==> src/rtl/core/gce_pkg.sv <==
// ============================================================================
// gce_pkg - shared definitions for the glyph colour expander
// Geometry limits, register indexes, pixel modes and the colour widening.
// ============================================================================
`default_nettype none

package gce_pkg;

    // Geometry limits.
    localparam int COORD_BITS        = 12;
    localparam int MAX_BYTES_PER_ROW = 16;
    localparam int MAX_ROWS          = 64;

    // Field and register widths.
    localparam int BYTE_W     = 8;
    localparam int INDEX_W    = 24;
    localparam int VALUE_W    = 24;
    localparam int COLOR_W    = 16;
    localparam int LEFT_W     = 12;
    localparam int TOP_W      = 12;
    localparam int STRIDE_W   = 13;
    localparam int BPR_W      = 5;
    localparam int ROWS_W     = 7;
    localparam int MODE_W     = 2;
    localparam int CFG_ADDR_W = 4;
    localparam int CFG_DATA_W = 16;
    localparam int OUT_DATA_W = 56;

    localparam logic [STRIDE_W-1:0] STRIDE_RESET = STRIDE_W'(640);
    localparam logic [BPR_W-1:0]    BPR_RESET    = BPR_W'(1);
    localparam logic [ROWS_W-1:0]   ROWS_RESET   = ROWS_W'(8);
    localparam logic [COLOR_W-1:0]  FG_RESET     = 16'hffff;

    // Derived widths.
    localparam int COORD_USE = (COORD_BITS < LEFT_W) ? COORD_BITS : LEFT_W;
    localparam int RCW  = (MAX_ROWS > 1) ? $clog2(MAX_ROWS) : 1;
    localparam int BCW  = (MAX_BYTES_PER_ROW > 1) ? $clog2(MAX_BYTES_PER_ROW) : 1;
    localparam int BPRW = $clog2(MAX_BYTES_PER_ROW + 1);
    localparam int RWS  = $clog2(MAX_ROWS + 1);
    localparam int YW   = ((COORD_USE > RCW) ? COORD_USE : RCW) + 1;
    localparam int XW   = ((COORD_USE > BCW + 3) ? COORD_USE : BCW + 3) + 1;
    localparam int SUMW = YW + STRIDE_W + 1;

    typedef enum logic [CFG_ADDR_W-1:0] {
        REG_DEST_LEFT     = 4'd0,
        REG_DEST_TOP      = 4'd1,
        REG_ROW_STRIDE    = 4'd2,
        REG_BYTES_PER_ROW = 4'd3,
        REG_GLYPH_ROWS    = 4'd4,
        REG_PIXEL_MODE    = 4'd5,
        REG_FG_COLOR      = 4'd6,
        REG_BG_COLOR      = 4'd7
    } cfg_reg_t;

    typedef enum logic [MODE_W-1:0] {
        MODE_16BIT = 2'd0,
        MODE_32BIT = 2'd1,
        MODE_NONE  = 2'd2,
        MODE_RSVD  = 2'd3
    } pixel_mode_t;

    // One byte's worth of pixels, handed to the emitter.
    typedef struct packed {
        logic [INDEX_W-1:0] base;
        logic [BYTE_W-1:0]  bits;
        logic               done;
    } burst_t;

    // Colour settings seen by the emitter.
    typedef struct packed {
        logic               wide;
        logic [COLOR_W-1:0] fg;
        logic [COLOR_W-1:0] bg;
    } colour_t;

    function automatic logic [VALUE_W-1:0] widen_565(input logic [COLOR_W-1:0] c);
        return {c[15:11], 3'b000, c[10:5], 2'b00, c[4:0], 3'b000};
    endfunction

endpackage

`default_nettype wire

==> src/rtl/core/gce_emitter.sv <==
// ============================================================================
// gce_emitter - pixel beat serialiser
// Holds one byte's burst and sends its eight pixels, MSB first, one beat per
// cycle unless the output stalls, through a registered output stage.
// ============================================================================
`default_nettype none

module gce_emitter (
    input  wire logic                               clk,
    input  wire logic                               rst_n,
    input  wire logic                               load_valid,
    output logic                                    load_ready,
    input  wire gce_pkg::burst_t                    load_burst,
    input  wire gce_pkg::colour_t                   colours,
    output logic                                    m_axis_tvalid,
    input  wire logic                               m_axis_tready,
    // [23:0] pixel_index, [47:24] pixel_value, [48] glyph_done, rest zero
    output logic [gce_pkg::OUT_DATA_W-1:0]          m_axis_tdata,
    output logic                                    m_axis_tlast
);
    import gce_pkg::*;

    logic                  busy_reg;
    logic                  busy_next;
    burst_t                burst_reg;
    logic [2:0]            bit_reg;
    logic [2:0]            bit_next;
    logic                  out_valid_reg;
    logic                  out_valid_next;
    logic [INDEX_W-1:0]    out_index_reg;
    logic [VALUE_W-1:0]    out_value_reg;
    logic                  out_last_reg;
    logic                  out_done_reg;

    logic                  issue;
    logic                  last_issue;
    logic                  load;
    logic                  pix_set;
    logic [COLOR_W-1:0]    colour_sel;
    logic [VALUE_W-1:0]    value_sel;

    assign issue      = busy_reg && (!out_valid_reg || m_axis_tready);
    assign last_issue = issue && (bit_reg == 3'd7);
    assign load_ready = !busy_reg || last_issue;
    assign load       = load_valid && load_ready;

    assign pix_set    = burst_reg.bits[3'd7 - bit_reg];
    assign colour_sel = pix_set ? colours.fg : colours.bg;
    assign value_sel  = colours.wide ? widen_565(colour_sel)
                                     : {{(VALUE_W-COLOR_W){1'b0}}, colour_sel};

    always_comb
    begin
        busy_next = busy_reg;
        bit_next  = bit_reg;
        if (load)
        begin
            busy_next = 1'b1;
            bit_next  = 3'd0;
        end
        else if (last_issue)
        begin
            busy_next = 1'b0;
        end
        else if (issue)
        begin
            bit_next = bit_reg + 3'd1;
        end
    end

    always_comb
    begin
        if (issue)
            out_valid_next = 1'b1;
        else if (m_axis_tready)
            out_valid_next = 1'b0;
        else
            out_valid_next = out_valid_reg;
    end

    always_ff @(posedge clk or negedge rst_n)
    begin
        if (!rst_n)
        begin
            busy_reg      <= 1'b0;
            bit_reg       <= 3'd0;
            out_valid_reg <= 1'b0;
        end
        else
        begin
            busy_reg      <= busy_next;
            bit_reg       <= bit_next;
            out_valid_reg <= out_valid_next;
        end
    end

    always_ff @(posedge clk)
    begin
        if (load)
            burst_reg <= load_burst;
        if (issue)
        begin
            out_index_reg <= burst_reg.base + INDEX_W'(bit_reg);
            out_value_reg <= value_sel;
            out_last_reg  <= (bit_reg == 3'd7);
            out_done_reg  <= burst_reg.done && (bit_reg == 3'd7);
        end
    end

    assign m_axis_tvalid = out_valid_reg;
    assign m_axis_tlast  = out_last_reg;
    assign m_axis_tdata  = {{(OUT_DATA_W-INDEX_W-VALUE_W-1){1'b0}},
                            out_done_reg, out_value_reg, out_index_reg};

endmodule

`default_nettype wire

==> src/rtl/core/glyph_color_expander.sv <==
// ============================================================================
// glyph_color_expander - monochrome colour expansion of glyph bitmaps
// Each byte in 16/32-bit mode becomes eight foreground or background writes.
// ============================================================================
// Pipeline: a byte is registered in the input stage, then in the emitter's
// burst register, and each pixel, one output beat apiece, in the output
// register. The next byte can wait in the input stage while a burst is sent;
// with that stage empty, unsupported-mode bytes are absorbed at one per cycle.
// Reset: rst_n clears the glyph counters and pipeline valids and loads the
// register defaults; nothing needs clearing afterwards.
`default_nettype none

module glyph_color_expander (
    input  wire logic                               clk,
    input  wire logic                               rst_n,
    input  wire logic                               cfg_we,
    input  wire logic [gce_pkg::CFG_ADDR_W-1:0]     cfg_addr,
    input  wire logic [gce_pkg::CFG_DATA_W-1:0]     cfg_data,
    input  wire logic                               s_axis_tvalid,
    output logic                                    s_axis_tready,
    // [7:0] glyph_byte
    input  wire logic [gce_pkg::BYTE_W-1:0]         s_axis_tdata,
    output logic                                    m_axis_tvalid,
    input  wire logic                               m_axis_tready,
    // [23:0] pixel_index, [47:24] pixel_value, [48] glyph_done, rest zero
    output logic [gce_pkg::OUT_DATA_W-1:0]          m_axis_tdata,
    // last_of_byte
    output logic                                    m_axis_tlast
);
    import gce_pkg::*;

    logic [LEFT_W-1:0]   dest_left_reg;
    logic [TOP_W-1:0]    dest_top_reg;
    logic [STRIDE_W-1:0] row_stride_reg;
    logic [BPR_W-1:0]    bytes_per_row_reg;
    logic [ROWS_W-1:0]   glyph_rows_reg;
    pixel_mode_t         pixel_mode_reg;
    logic [COLOR_W-1:0]  fg_color_reg;
    logic [COLOR_W-1:0]  bg_color_reg;

    logic [RCW-1:0]      row_count_reg;
    logic [RCW-1:0]      row_count_next;
    logic [BCW-1:0]      byte_in_row_reg;
    logic [BCW-1:0]      byte_in_row_next;

    logic                s1_valid_reg;
    logic                s1_valid_next;
    logic [YW-1:0]       s1_y_reg;
    logic [XW-1:0]       s1_x_reg;
    logic [BYTE_W-1:0]   s1_byte_reg;
    logic                s1_done_reg;

    logic [BPRW-1:0]     bpr;
    logic [RWS-1:0]      rows;
    logic                end_row;
    logic                end_glyph;
    logic                accept;
    logic                cfg_hit;
    logic                supported;
    logic                load_ready;
    logic [SUMW-1:0]     base_sum;
    burst_t              burst;
    colour_t             colours;

    assign accept    = s_axis_tvalid && s_axis_tready;
    assign supported = (pixel_mode_reg == MODE_16BIT) || (pixel_mode_reg == MODE_32BIT);

    // Clamp the geometry to the supported ranges.
    always_comb
    begin
        if (bytes_per_row_reg == '0)
            bpr = BPRW'(1);
        else if (32'(bytes_per_row_reg) > MAX_BYTES_PER_ROW)
            bpr = BPRW'(MAX_BYTES_PER_ROW);
        else
            bpr = BPRW'(bytes_per_row_reg);

        if (glyph_rows_reg == '0)
            rows = RWS'(1);
        else if (32'(glyph_rows_reg) > MAX_ROWS)
            rows = RWS'(MAX_ROWS);
        else
            rows = RWS'(glyph_rows_reg);
    end

    assign end_row   = (32'(byte_in_row_reg) + 32'd1) >= 32'(bpr);
    assign end_glyph = end_row && ((32'(row_count_reg) + 32'd1) >= 32'(rows));

    // Configuration port.
    always_comb
    begin
        unique case (cfg_addr)
            REG_DEST_LEFT, REG_DEST_TOP, REG_ROW_STRIDE, REG_BYTES_PER_ROW,
            REG_GLYPH_ROWS, REG_PIXEL_MODE, REG_FG_COLOR, REG_BG_COLOR:
                cfg_hit = cfg_we;
            default:
                cfg_hit = 1'b0;
        endcase
    end

    always_ff @(posedge clk or negedge rst_n)
    begin
        if (!rst_n)
        begin
            dest_left_reg     <= '0;
            dest_top_reg      <= '0;
            row_stride_reg    <= STRIDE_RESET;
            bytes_per_row_reg <= BPR_RESET;
            glyph_rows_reg    <= ROWS_RESET;
            pixel_mode_reg    <= MODE_16BIT;
            fg_color_reg      <= FG_RESET;
            bg_color_reg      <= '0;
        end
        else if (cfg_we)
        begin
            unique case (cfg_addr)
                REG_DEST_LEFT:     dest_left_reg     <= cfg_data[LEFT_W-1:0];
                REG_DEST_TOP:      dest_top_reg      <= cfg_data[TOP_W-1:0];
                REG_ROW_STRIDE:    row_stride_reg    <= cfg_data[STRIDE_W-1:0];
                REG_BYTES_PER_ROW: bytes_per_row_reg <= cfg_data[BPR_W-1:0];
                REG_GLYPH_ROWS:    glyph_rows_reg    <= cfg_data[ROWS_W-1:0];
                REG_PIXEL_MODE:    pixel_mode_reg    <= pixel_mode_t'(cfg_data[MODE_W-1:0]);
                REG_FG_COLOR:      fg_color_reg      <= cfg_data[COLOR_W-1:0];
                REG_BG_COLOR:      bg_color_reg      <= cfg_data[COLOR_W-1:0];
                default:           ;
            endcase
        end
    end

    // Position counters step per byte, written or not; a reg write clears them.
    always_comb
    begin
        row_count_next   = row_count_reg;
        byte_in_row_next = byte_in_row_reg;
        if (cfg_hit)
        begin
            row_count_next   = '0;
            byte_in_row_next = '0;
        end
        else if (accept)
        begin
            if (end_row)
            begin
                byte_in_row_next = '0;
                row_count_next   = end_glyph ? '0 : RCW'(row_count_reg + 1'b1);
            end
            else
            begin
                byte_in_row_next = BCW'(byte_in_row_reg + 1'b1);
            end
        end
    end

    // Input stage: row and column offsets of the byte.
    assign s_axis_tready = !s1_valid_reg || load_ready;

    always_comb
    begin
        if (accept)
            s1_valid_next = supported;
        else if (load_ready)
            s1_valid_next = 1'b0;
        else
            s1_valid_next = s1_valid_reg;
    end

    always_ff @(posedge clk or negedge rst_n)
    begin
        if (!rst_n)
        begin
            row_count_reg   <= '0;
            byte_in_row_reg <= '0;
            s1_valid_reg    <= 1'b0;
        end
        else
        begin
            row_count_reg   <= row_count_next;
            byte_in_row_reg <= byte_in_row_next;
            s1_valid_reg    <= s1_valid_next;
        end
    end

    always_ff @(posedge clk)
    begin
        if (accept)
        begin
            s1_y_reg    <= YW'(dest_top_reg[COORD_USE-1:0]) + YW'(row_count_reg);
            s1_x_reg    <= XW'(dest_left_reg[COORD_USE-1:0])
                           + XW'({byte_in_row_reg, 3'b000});
            s1_byte_reg <= s_axis_tdata;
            s1_done_reg <= end_glyph;
        end
    end

    // The row multiply feeds the emitter's burst register directly.
    assign base_sum   = SUMW'(s1_y_reg) * SUMW'(row_stride_reg) + SUMW'(s1_x_reg);
    assign burst.base = INDEX_W'(base_sum);
    assign burst.bits = s1_byte_reg;
    assign burst.done = s1_done_reg;

    assign colours.wide = (pixel_mode_reg == MODE_32BIT);
    assign colours.fg   = fg_color_reg;
    assign colours.bg   = bg_color_reg;

    gce_emitter u_emitter (
        .clk           (clk),
        .rst_n         (rst_n),
        .load_valid    (s1_valid_reg),
        .load_ready    (load_ready),
        .load_burst    (burst),
        .colours       (colours),
        .m_axis_tvalid (m_axis_tvalid),
        .m_axis_tready (m_axis_tready),
        .m_axis_tdata  (m_axis_tdata),
        .m_axis_tlast  (m_axis_tlast)
    );

endmodule

`default_nettype wire

==> config.mk <==
export PLATFORM = sky130hd
export DESIGN_NAME = glyph_color_expander
export DESIGN_NICKNAME = d
export VERILOG_FILES = /design/src/rtl/core/gce_pkg.sv /design/src/rtl/core/gce_emitter.sv /design/src/rtl/core/glyph_color_expander.sv
export SDC_FILE = /design/constraint.sdc
export NUM_CORES = 1
export LEC_CHECK = 0
export BUFFER_PORTS_ARGS = -buffer_cell sky130_fd_sc_hd__buf_2
export CELL_PAD_IN_SITES_DETAIL_PLACEMENT = 1
export CELL_PAD_IN_SITES_GLOBAL_PLACEMENT = 1
export CORE_ASPECT_RATIO = 1.75
export CORE_MARGIN = 2
export CORE_UTILIZATION = 46
export CTS_CLUSTER_SIZE = 28
export DETAILED_ROUTE_END_ITERATION = 7
export HOLD_SLACK_MARGIN = 0.15
export PLACE_DENSITY_LB_ADDON = 0.3
export SETUP_SLACK_MARGIN = 0.15
export SYNTH_ARGS = -nofsm -noshare
export SYNTH_HDL_FRONTEND = slang
export SYNTH_SLANG_ARGS = --single-unit
==> constraint.sdc <==
create_clock -name clk -period 5.75 [get_ports clk]
set_input_delay 0 -clock clk [delete_from_list [all_inputs] [get_ports clk]]
set_output_delay 0 -clock clk [all_outputs]
set_load 0.05 [all_outputs]
==> results of run 1 <==
[cells in the final DEF (no fill, tap or decap), drive strengths merged, types with 3 or more instances in the layout]
cell	Yosys	final
and3	11	11
o21ai	22	22
a21o	11	11
xor2	22	22
a31oi	3	3
nand2b	9	9
nor2	54	54
xnor2	49	49
dfstp	20	20
a22o	4	4
o21a	3	3
fa	132	132
conb	1	10
nand4	7	7
dfrtp	79	79
edfxtp	115	115
nand2	136	136
mux2i	30	30
ha	108	108
and2	84	84
nand3b	3	3
nor2b	10	10
a21oi	32	32
clkbuf	30	26
o21bai	5	5
a311oi	3	3
o211ai	5	5
dlygate4sd3	0	38
nor3	6	6
clkinv	0	8
a211oi	9	9
mux2	83	83
buf	19	167
inv	193	196
nand3	21	21
[kinds of logic (layout without fill, tap and decap cells)]
logic type               after synthesis  count (layout)  share of synthesized area
AO/OA/AOI/OAI                        110             110                     0.0473
XOR/XNOR                              71              71                     0.0408
adder cells (fa/ha/maj)              240             240                      0.262
buffers and inverters                242             437                     0.0637
flip-flops                           214             214                      0.391
multiplexers                         115             115                     0.0848
other                                  1              10                   0.000246
AND/OR/NAND/NOR                      348             348                      0.111
[through the flow]
step,area (sq um),hold WS (ps)
3_3_place_gp,16400,-6.98
3_5_place_dp,16400,-8.27
2_1_floorplan,15300,-296
4_1_cts,17800,166
6_report,18200,190
5_1_grt,18200,172
[what timing repair did]
action | CTS | global route
buffers inserted | 14 | 19
endpoints found under the hold margin | 148 | 0
setup endpoints to repair | 12 | 12
pin swaps | 44 | 61
resized for setup | 53 | 61
hold buffers | 39 | 0
[layout make-up]
type                            count  area share
Multi-Input combinational cell    894       0.483
Sequential cell                   214       0.328
Timing Repair Buffer              206      0.0826
Inverter                          193      0.0399
Clock buffer                       25      0.0320
Tap cell                          405      0.0279
Clock inverter                     13     0.00716
[how the worst max path moves through the flow]
stage | endpoint | depth (start not counted) | startpoint | slack [ps]
finish | u_emitter.burst_reg[29] | 19 | s1_y_reg[9] | 70
global route | u_emitter.burst_reg[28] | 21 | s1_y_reg[9] | -50
CTS | u_emitter.burst_reg[26] | 20 | s1_y_reg[7] | 70
detailed placement | u_emitter.burst_reg[26] | 20 | s1_y_reg[7] | -220
global placement | u_emitter.burst_reg[29] | 18 | s1_y_reg[1] | -20
floorplan | u_emitter.burst_reg[32] | 19 | row_stride_reg[7] | 160
[routing by layer]
metal / vias up / share of wire / track usage
met4: 0 / 0.053 / 0.108
met2: 168 / 0.59 / 0.471
li1: 4752 / - / -
met1: 5293 / 0.34 / 0.219
met3: 92 / 0.022 / 0.0234
met5: - / 0 / 0
[worst max-delay path: stages (launching register included)]
cell and delay, ps:
edfxtp_1 490, and2_4 190, fa_1 550, inv_2 60
fa_1 530, inv_1 50, fa_1 500, fa_1 450
fa_1 600, inv_2 50, fa_1 490, inv_2 50
ha_4 270, buf_6 100, o21ai_2 40, nand2_1 80
or4b_4 480, a21oi_4 200, o41ai_4 90, xnor2_1 140
==> impl_summary.txt, run 1 <==
----------------------------------------------------
[Timing]
  Actual transition at the worst max-transition pin ... 1190 ps
  Worst max-slew margin expressed relative to the limit ... 0.206
  Post-route worst setup slack ... 73.0 ps
  Fraction of the cycle the final worst path needs ... 0.987
  Pins over their slew limit ... 0
  Final hold viol count ... 0
  Setup repair after global routing missed its margin ... yes
  Layout Skew ... 16.5 ps
  F_max ... 176 MHz
  Final-report setup violation count ... 0
  Clock period minus final worst setup slack ... 5680 ps
  Total Neg Setup Slack ... 0 ps

[Critical path]
  Critical path type ... reg -> reg
  Critical path launch point type ... flip-flop
  Reg-to-reg critical path endpoint ... u_emitter.burst_reg[29]
  Req. time, crit path ... 6010 ps
  Startpoint of the worst-slack reg-to-reg timing path ... s1_y_reg[9]
  Setup crit end kind ... flip-flop
  Critical path fanouts, max ... 3
  R2R setup slack ... 70 ps
  Endpoint arrival time on the critical path ... 5940 ps
  Reg2Reg Depth ... 19

[Route]
  Post-route ant nets ... 0
  Number of iterations in the first detailed-routing pass ... 4
  Total Routed Length ... 39300 microns
  Via Count ... 10300
  Drt initial violations ... 230
  Post-detailed-route via-to-cell ratio ... 5.28
  Number of remaining DRC errors ... 0
  Detailed-route wire length per cell ... 20.2 microns

[Die]
  Effective utilization at floorplan ... 0.465
  Standard-cell rows ... 88
  Core area ... 32800 sq um
  Width of the die ... 142 microns
  Die area ... 34700 sq um
  Number of primary I/O pins ... 92
  Height of the die ... 245 microns

[Final layout]
  Net total in the final layout ... 1803
  Seq. cell area ... 5960 sq um
  Layout cells sized above 1 ... 0.262
  Count of fill cells added during filler insertion ... 3493
  Post-layout util ... 0.554
  N_diodes ... 0
  Post-layout instance count excluding filler cells ... 1950
  Area overhead of the layout relative to synthesis ... 19.2%
  Area of the multi-input gates ... 8770 sq um
  Max FFs per register ... 33

[Clocking]
  Number of clock sinks seen by CTS ... 214
  Worst-case clock buffer depth ... 3
  Clock transition at the registers of the reported paths ... 60 ps
  Root Driver ... clkbuf_16
  Htree depth ... 1
  Number of buffers inserted during clock tree synthesis ... 21
  Source-to-sink clock delay at the later pin of the worst-skew pair ... 530 ps
  Clock tree from TritonCTS ... built

[Logic synthesis]
  Leading cell type by number of instances after synthesis ... inv_1
  Post-synthesis async set-or-reset flop share ... 0.463
  Flops & latches, synth ... 214
  Prevailing post-synth register cell ... edfxtp_1
  Area share of the largest cell type after synthesis ... 0.226
  Number of synthesized flops with an enable pin ... 115
  Sequential element share of the synthesized area ... 0.391
  Dominant cells by area after synthesis ... edfxtp_1 (23%), fa_1 (17%), dfrtp_1 (13%)
  Synth warn ... 0
  Number of distinct library cells after synthesis ... 59
  Syn Std Cell Area ... 15200 sq um
  Leading post-synthesis cells by instance count ... inv_1 (193), nand2_1 (136), fa_1 (132), edfxtp_1 (115), ha_1 (108)
  Mean area per synthesized cell ... 11.4 sq um
  Synth area leader ... edfxtp_1
  Number of cells produced by synthesis ... 1341

[Worst hold path]
  Hold-critical path endpoint ... s1_byte_reg[5]
  Hold/Removal Path Class ... in -> reg
  Worst hold path stage count ... 2
  Hold wc startpoint ... s_axis_tdata[5]

[Global routing]
  Aggregate global-route resource usage ... 0.229
  Vias in the first global route ... 11700
  Pin count of the biggest net entering global routing ... 65
  Total global routing overflow ... 0
  Antenna violations before repair ... 0
  Global-route wire length before repair ... 61400 microns

[Placement]
  Port Buffer Count ... 81
  Weighted congestion at the end of routability-driven global placement ... 0.887
  Half-perimeter wire length of the detailed placement result ... 29700 microns
  Placed cell count ... 1840
  Pre-CTS setup slack ... -216 ps

[Run]
  Max Cap Violations ... 0

[Run status]
  Status ... finished, final reports clean

----------------------------------------------------
Power of run 1 is not shown: default switching activity piles up to over one toggle a cycle in this logic, so the estimate is an artifact.
==> inputs of run 2 (changes only) <==
CORE_UTILIZATION = 30   (was 46)
GPL_ROUTABILITY_DRIVEN = 0   (was not set)
==> impl_summary.txt, run 2 (same netlist as run 1, synthesis figures left out) <==
----------------------------------------------------
[Clocking]
  Clock tree from TritonCTS ... built
  Htree depth ... 1 (unchanged)
  Number of buffers inserted during clock tree synthesis ... 24 (+14%)
  Source-to-sink clock delay at the later pin of the worst-skew pair ... 550 ps (+20 ps)
  Worst-case clock buffer depth ... 3 (unchanged)
  Number of clock sinks seen by CTS ... 214 (unchanged)
  Clock transition at the registers of the reported paths ... 60 ps (about the same)
  Root Driver ... clkbuf_16

[Run]
  Max Cap Violations ... 0 (unchanged)

[Route]
  Post-detailed-route via-to-cell ratio ... 4.57 (-13%)
  Detailed-route wire length per cell ... 17.2 microns (-15%)
  Total Routed Length ... 38400 microns (-2.4%)
  Via Count ... 10200 (-1.0%)
  Number of remaining DRC errors ... 0 (unchanged)
  Drt initial violations ... 356 (+55%)
  Post-route ant nets ... 0 (unchanged)
  Number of iterations in the first detailed-routing pass ... 4 (unchanged)

[Critical path]
  Setup crit end kind ... flip-flop
  Worst setup path endpoint ... u_emitter.burst_reg[32]
  Startpoint of the worst-slack reg-to-reg timing path ... row_stride_reg[3]
  Worst Setup SP ... row_stride_reg[3]
  Reg-to-reg critical path endpoint ... u_emitter.burst_reg[32]
  Critical path launch point type ... flip-flop
  Req. time, crit path ... 6030 ps (+20 ps)
  Critical path type ... reg -> reg
  Critical path fanouts, max ... 4 (+1)
  Endpoint arrival time on the critical path ... 5920 ps (-20 ps)
  Reg2Reg Depth ... 20 (+1)
  R2R setup slack ... 110 ps (+40 ps)

[Global routing]
  Global-route wire length before repair ... 62100 microns (+1.0%)
  Vias in the first global route ... 11600 (-0.56%)
  Total global routing overflow ... 0 (unchanged)
  Antenna violations before repair ... 0 (unchanged)
  Pin count of the biggest net entering global routing ... 73 (+12%)
  Aggregate global-route resource usage ... 0.149 (-0.0792)

[Placement]
  Half-perimeter wire length of the detailed placement result ... 30500 microns (+2.8%)
  Port Buffer Count ... 81 (unchanged)
  Total cell area at the placement stage ... 16800 sq um (+2.6%)

[Timing]
  Setup repair after global routing missed its margin ... yes
  Worst max-slew margin expressed relative to the limit ... 0.282 (+0.0767)
  Final-report setup violation count ... 0 (unchanged)
  F_max ... 177 MHz (+0.73%)
  Actual transition at the worst max-transition pin ... 1070 ps (-117 ps)
  Fraction of the cycle the final worst path needs ... 0.980 (-0.00718)
  Layout Skew ... 18.7 ps (+2.23 ps)
  Pins over their slew limit ... 0 (unchanged)
  Final hold viol count ... 0 (unchanged)
  Clock period minus final worst setup slack ... 5640 ps (-41.3 ps)

[Final layout]
  Max FFs per register ... 33 (unchanged)
  Net total in the final layout ... 1819 (+0.89%)
  N_diodes ... 0 (unchanged)
  Commonest non-fill, non-tap cell in the layout ... inv_1
  Leading cell types in the layout, fill and taps excluded ... inv_1 (180), nand2_1 (133), fa_1 (129), edfxtp_1 (115), ha_1 (94)
  Post-layout util ... 0.371 (-0.183)
  Area overhead of the layout relative to synthesis ... 22.5%
  Final Cell Area ... 18700 sq um (+2.8%)
  Count of fill cells added during filler insertion ... 5497 (+57%)
  Layout cells sized above 1 ... 0.249 (-0.0134)

[Die]
  Height of the die ... 302 microns (+23%)
  Width of the die ... 174 microns (+23%)
  Number of primary I/O pins ... 92 (unchanged)
  Effective utilization at floorplan ... 0.303 (-0.162)
  Standard-cell rows ... 109 (+24%)
  Die area ... 52700 sq um (+52%)
  Core area ... 50300 sq um (+53%)

[Run status]
  Status ... finished, final reports clean

[Worst hold path]
  Hold/Removal Path Class ... in -> reg
  Hold wc startpoint ... cfg_data[15]

----------------------------------------------------
run 2: worst max-delay path: stages, from the launching register on:
cell       delay, ps
dfrtp_2          430
buf_6            120
buf_6            100
and2_4           150
fa_1             540
inv_2             40
fa_1             550
inv_2             40
fa_1             530
fa_1             440
fa_1             490
inv_1             50
fa_1             490
inv_2             50
ha_4             240
a21oi_4          170
nor2b_4           70
a2111oi_4        350
nand2_2          170
a311oi_2         250
xnor2_1          110
run 2: worst min path at each step:
stage / to / slack [ps] / cells past startpoint
finish: bg_color_reg[15] / 240 / 3
CTS: bg_color_reg[15] / 200 / 3
floorplan: bg_color_reg[0] / -300 / 0
global placement: bg_color_reg[15] / -60 / 1
global route: bg_color_reg[15] / 240 / 3
detailed placement: bg_color_reg[15] / -50 / 1
run 2: final cells by class:
class	instances	area [sq um]	area share
repair buffers	219	1620	0.0868
clock buffers	35	746	0.0399
inverters	193	724	0.0388
flip-flops and latches	214	5960	0.319
multi-input cells	894	8700	0.466
well taps	666	833	0.0446
clock inverters	9	98.8	0.00529
run 2: what timing repair did:
item                                    4_1_cts  5_1_grt
buffers inserted                             16       12
gates resized for setup                      56       31
endpoints found under the setup margin       11       12
hold buffers                                 46        0
pin swaps                                    41       41
cloned                                        0        0
hold endpoints to repair                    186        0
run 2: layer usage:
| metal | global-route usage | wire (microns) | part of all wire | vias up |
|---|---|---|---|---|
| met5 | 0 | 0 | 0 | - |
| met4 | 0.0584 | 1360 | 0.035 | 0 |
| met3 | 0.0153 | 896 | 0.023 | 59 |
| met2 | 0.303 | 21900 | 0.57 | 142 |
| met1 | 0.155 | 14200 | 0.37 | 5207 |
| li1 | - | - | - | 4792 |
run 2: stage by stage:
| step | hold WS [ps] | TNS [ps] | worst slack [ps] | instances |
|---|---|---|---|---|
| finish | 240 | 0 | 114 | 2230 |
| global route | 240 | -473 | -103 | 2230 |
| CTS | 202 | 0 | 133 | 2218 |
| detailed placement | -49.1 | -669 | -145 | 2112 |
| global placement | -63.3 | -87.8 | -52.6 | 2112 |
| floorplan | -296 | 0 | 158 | 1350 |
Power of run 2 is left out for the same reason.
==> inputs of run 3 (changes only) <==
CORE_UTILIZATION = 45   (was 30)
==> impl_summary.txt, run 3 (same netlist as run 1, synthesis figures left out) <==
----------------------------------------------------
[Timing]
  Actual transition at the worst max-transition pin ... 1120 ps (+50.9 ps)
  Fraction of the cycle the final worst path needs ... 0.993 (+0.0126)
  Clock period minus final worst setup slack ... 5710 ps (+72.6 ps)
  Worst max-slew margin expressed relative to the limit ... 0.250 (-0.0324)
  Post-route worst setup slack ... 41.7 ps (-72.6 ps)
  Pins over their slew limit ... 0 (unchanged)
  Setup repair after global routing missed its margin ... yes
  Final hold viol count ... 0 (unchanged)
  Layout Skew ... 19.3 ps (+0.598 ps)
  Final-report setup violation count ... 0 (unchanged)
  F_max ... 175 MHz (-1.3%)

[Worst hold path]
  Hold/Removal Path Class ... in -> reg

[Final layout]
  Area overhead of the layout relative to synthesis ... 20.5%
  Leading cell types in the layout, fill and taps excluded ... inv_1 (177), nand2_1 (132), fa_1 (129), edfxtp_1 (115), ha_1 (93)
  Net total in the final layout ... 1821 (+0.11%)
  Max FFs per register ... 33 (unchanged)
  Seq. cell area ... 5960 sq um (about the same)
  Count of fill cells added during filler insertion ... 3574 (-35%)
  N_diodes ... 0 (unchanged)
  Commonest non-fill, non-tap cell in the layout ... inv_1
  Area of the multi-input gates ... 8790 sq um (+1.0%)
  Layout cells sized above 1 ... 0.260 (+0.0117)

[Global routing]
  Pin count of the biggest net entering global routing ... 65 (-11%)
  Antenna violations before repair ... 0 (unchanged)
  Global-route wire length before repair ... 61600 microns (-0.75%)
  Total global routing overflow ... 0 (unchanged)
  Vias in the first global route ... 11800 (+2.0%)
  Aggregate global-route resource usage ... 0.227 (+0.0777)

[Critical path]
  Critical path fanouts, max ... 6 (+2)
  R2R setup slack ... 40 ps (-70 ps)
  Endpoint arrival time on the critical path ... 5970 ps (+50 ps)
  Critical path type ... reg -> reg
  Critical path launch point type ... flip-flop
  Req. time, crit path ... 6010 ps (-20 ps)
  Setup crit end kind ... flip-flop

[Die]
  Number of primary I/O pins ... 92 (unchanged)
  Effective utilization at floorplan ... 0.455 (+0.152)
  Height of the die ... 248 microns (-18%)
  Die area ... 35400 sq um (-33%)
  Core area ... 33500 sq um (-33%)
  Width of the die ... 143 microns (-18%)
  Standard-cell rows ... 89 (-18%)

[Route]
  Post-detailed-route via-to-cell ratio ... 5.22 (+14%)
  Total Routed Length ... 39800 microns (+3.7%)
  Detailed-route wire length per cell ... 19.7 microns (+15%)
  Number of remaining DRC errors ... 0 (unchanged)
  Post-route ant nets ... 0 (unchanged)
  Drt initial violations ... 330 (-7.3%)
  Via Count ... 10500 (+3.3%)
  Number of iterations in the first detailed-routing pass ... 4 (unchanged)

[Placement]
  Pre-CTS setup slack ... -216 ps (-70.7 ps)
  Port Buffer Count ... 81 (unchanged)
  Half-perimeter wire length of the detailed placement result ... 29700 microns (-2.6%)

[Run status]
  Status ... finished, final reports clean

[Clocking]
  Clock tree from TritonCTS ... built
  Htree depth ... 1 (unchanged)
  Clock transition at the registers of the reported paths ... 70 ps (about the same)
  Number of buffers inserted during clock tree synthesis ... 21 (-13%)
  Source-to-sink clock delay at the later pin of the worst-skew pair ... 530 ps (-20 ps)
  Root Driver ... clkbuf_16
  Worst-case clock buffer depth ... 3 (unchanged)
  Number of clock sinks seen by CTS ... 214 (unchanged)

[Run]
  Max Cap Violations ... 0 (unchanged)

----------------------------------------------------
==> run 3: cell count changes in the layout (fill, tap and decap cells not counted), moves of 4 or more <==
| cell | delta |
|---|---|
| dlygate4sd3_1 | -5 |
| buf_4 | +4 |
| clkbuf_16 | -5 |
| and2_4 | +5 |
| and2_1 | -5 |
| buf_6 | +5 |
==> run 3: path summary, 6_finish.rpt <==
| check | startpoint | end | cells after the start |
|---|---|---|---|
| setup / recovery | s1_y_reg[9] | u_emitter.burst_reg[27] | 23 |
| hold / removal | s_axis_tdata[7] | s1_byte_reg[7] | 2 |
| setup reg to reg | s1_y_reg[9] | u_emitter.burst_reg[27] | 23 |
| hold reg to reg | s1_byte_reg[7] | u_emitter.burst_reg[8] | 0 |
| max in group asynchronous | rst_n | bg_color_reg[14] | 4 |
| min in group asynchronous | rst_n | row_stride_reg[7] | 3 |
==> run 3: routing by layer <==
metal / GRT usage / part of all wire / wire, microns
met2: 0.469 / 0.59 / 23500
met3: 0.0224 / 0.024 / 970
met4: 0.105 / 0.049 / 1930
met5: 0 / 0 / 0
met1: 0.217 / 0.34 / 13400
==> run 3: layout make-up <==
class                      count  share of cell area
inverter                     193              0.0394
sequential                   214               0.324
clock buffer                  27              0.0315
timing repair buffer         224              0.0913
tap                          455              0.0310
multi-input combinational    894               0.479
clock inverter                11             0.00381
==> run 3: metrics by stage <==
| stage | util | area (sq um) | instances | hold WS, ps | TNS (ps) |
|---|---|---|---|---|---|
| final | 0.548 | 18400 | 2018 | 199 | 0 |
| after floorplan | - | 15300 | 1350 | -296 | 0 |
| after detailed placement | 0.491 | 16500 | 1894 | -13.7 | -897 |
| after global placement | 0.491 | 16500 | 1894 | -7.61 | -75.9 |
| after CTS | 0.539 | 18100 | 2005 | 161 | 0 |
| after global routing | 0.548 | 18400 | 2018 | 191 | -686 |
==> run 3: timing repair <==
item	4_1_cts	5_1_grt
setup buffers	31	13
resized for setup	61	55
hold buffers	42	0
setup endpoints to repair	11	12
hold endpoints to repair	172	0
pin swaps	55	30
==> run 3: critical path, cell delays in order, from the launching register on <==
cell and delay (ps):
edfxtp_1 420, buf_6 160, buf_6 110, and2_4 130, fa_1 470, inv_1 50, fa_1 510, inv_2 40
fa_1 510, fa_1 450, fa_1 530, inv_1 50, fa_1 490, inv_2 50, ha_4 280, buf_6 130
nand3_1 100, nor2_1 170, a22oi_2 100, buf_4 180, a21oi_4 190, buf_6 130, nor2_2 30, xnor2_1 150
Power of run 3 is left out for the same reason.
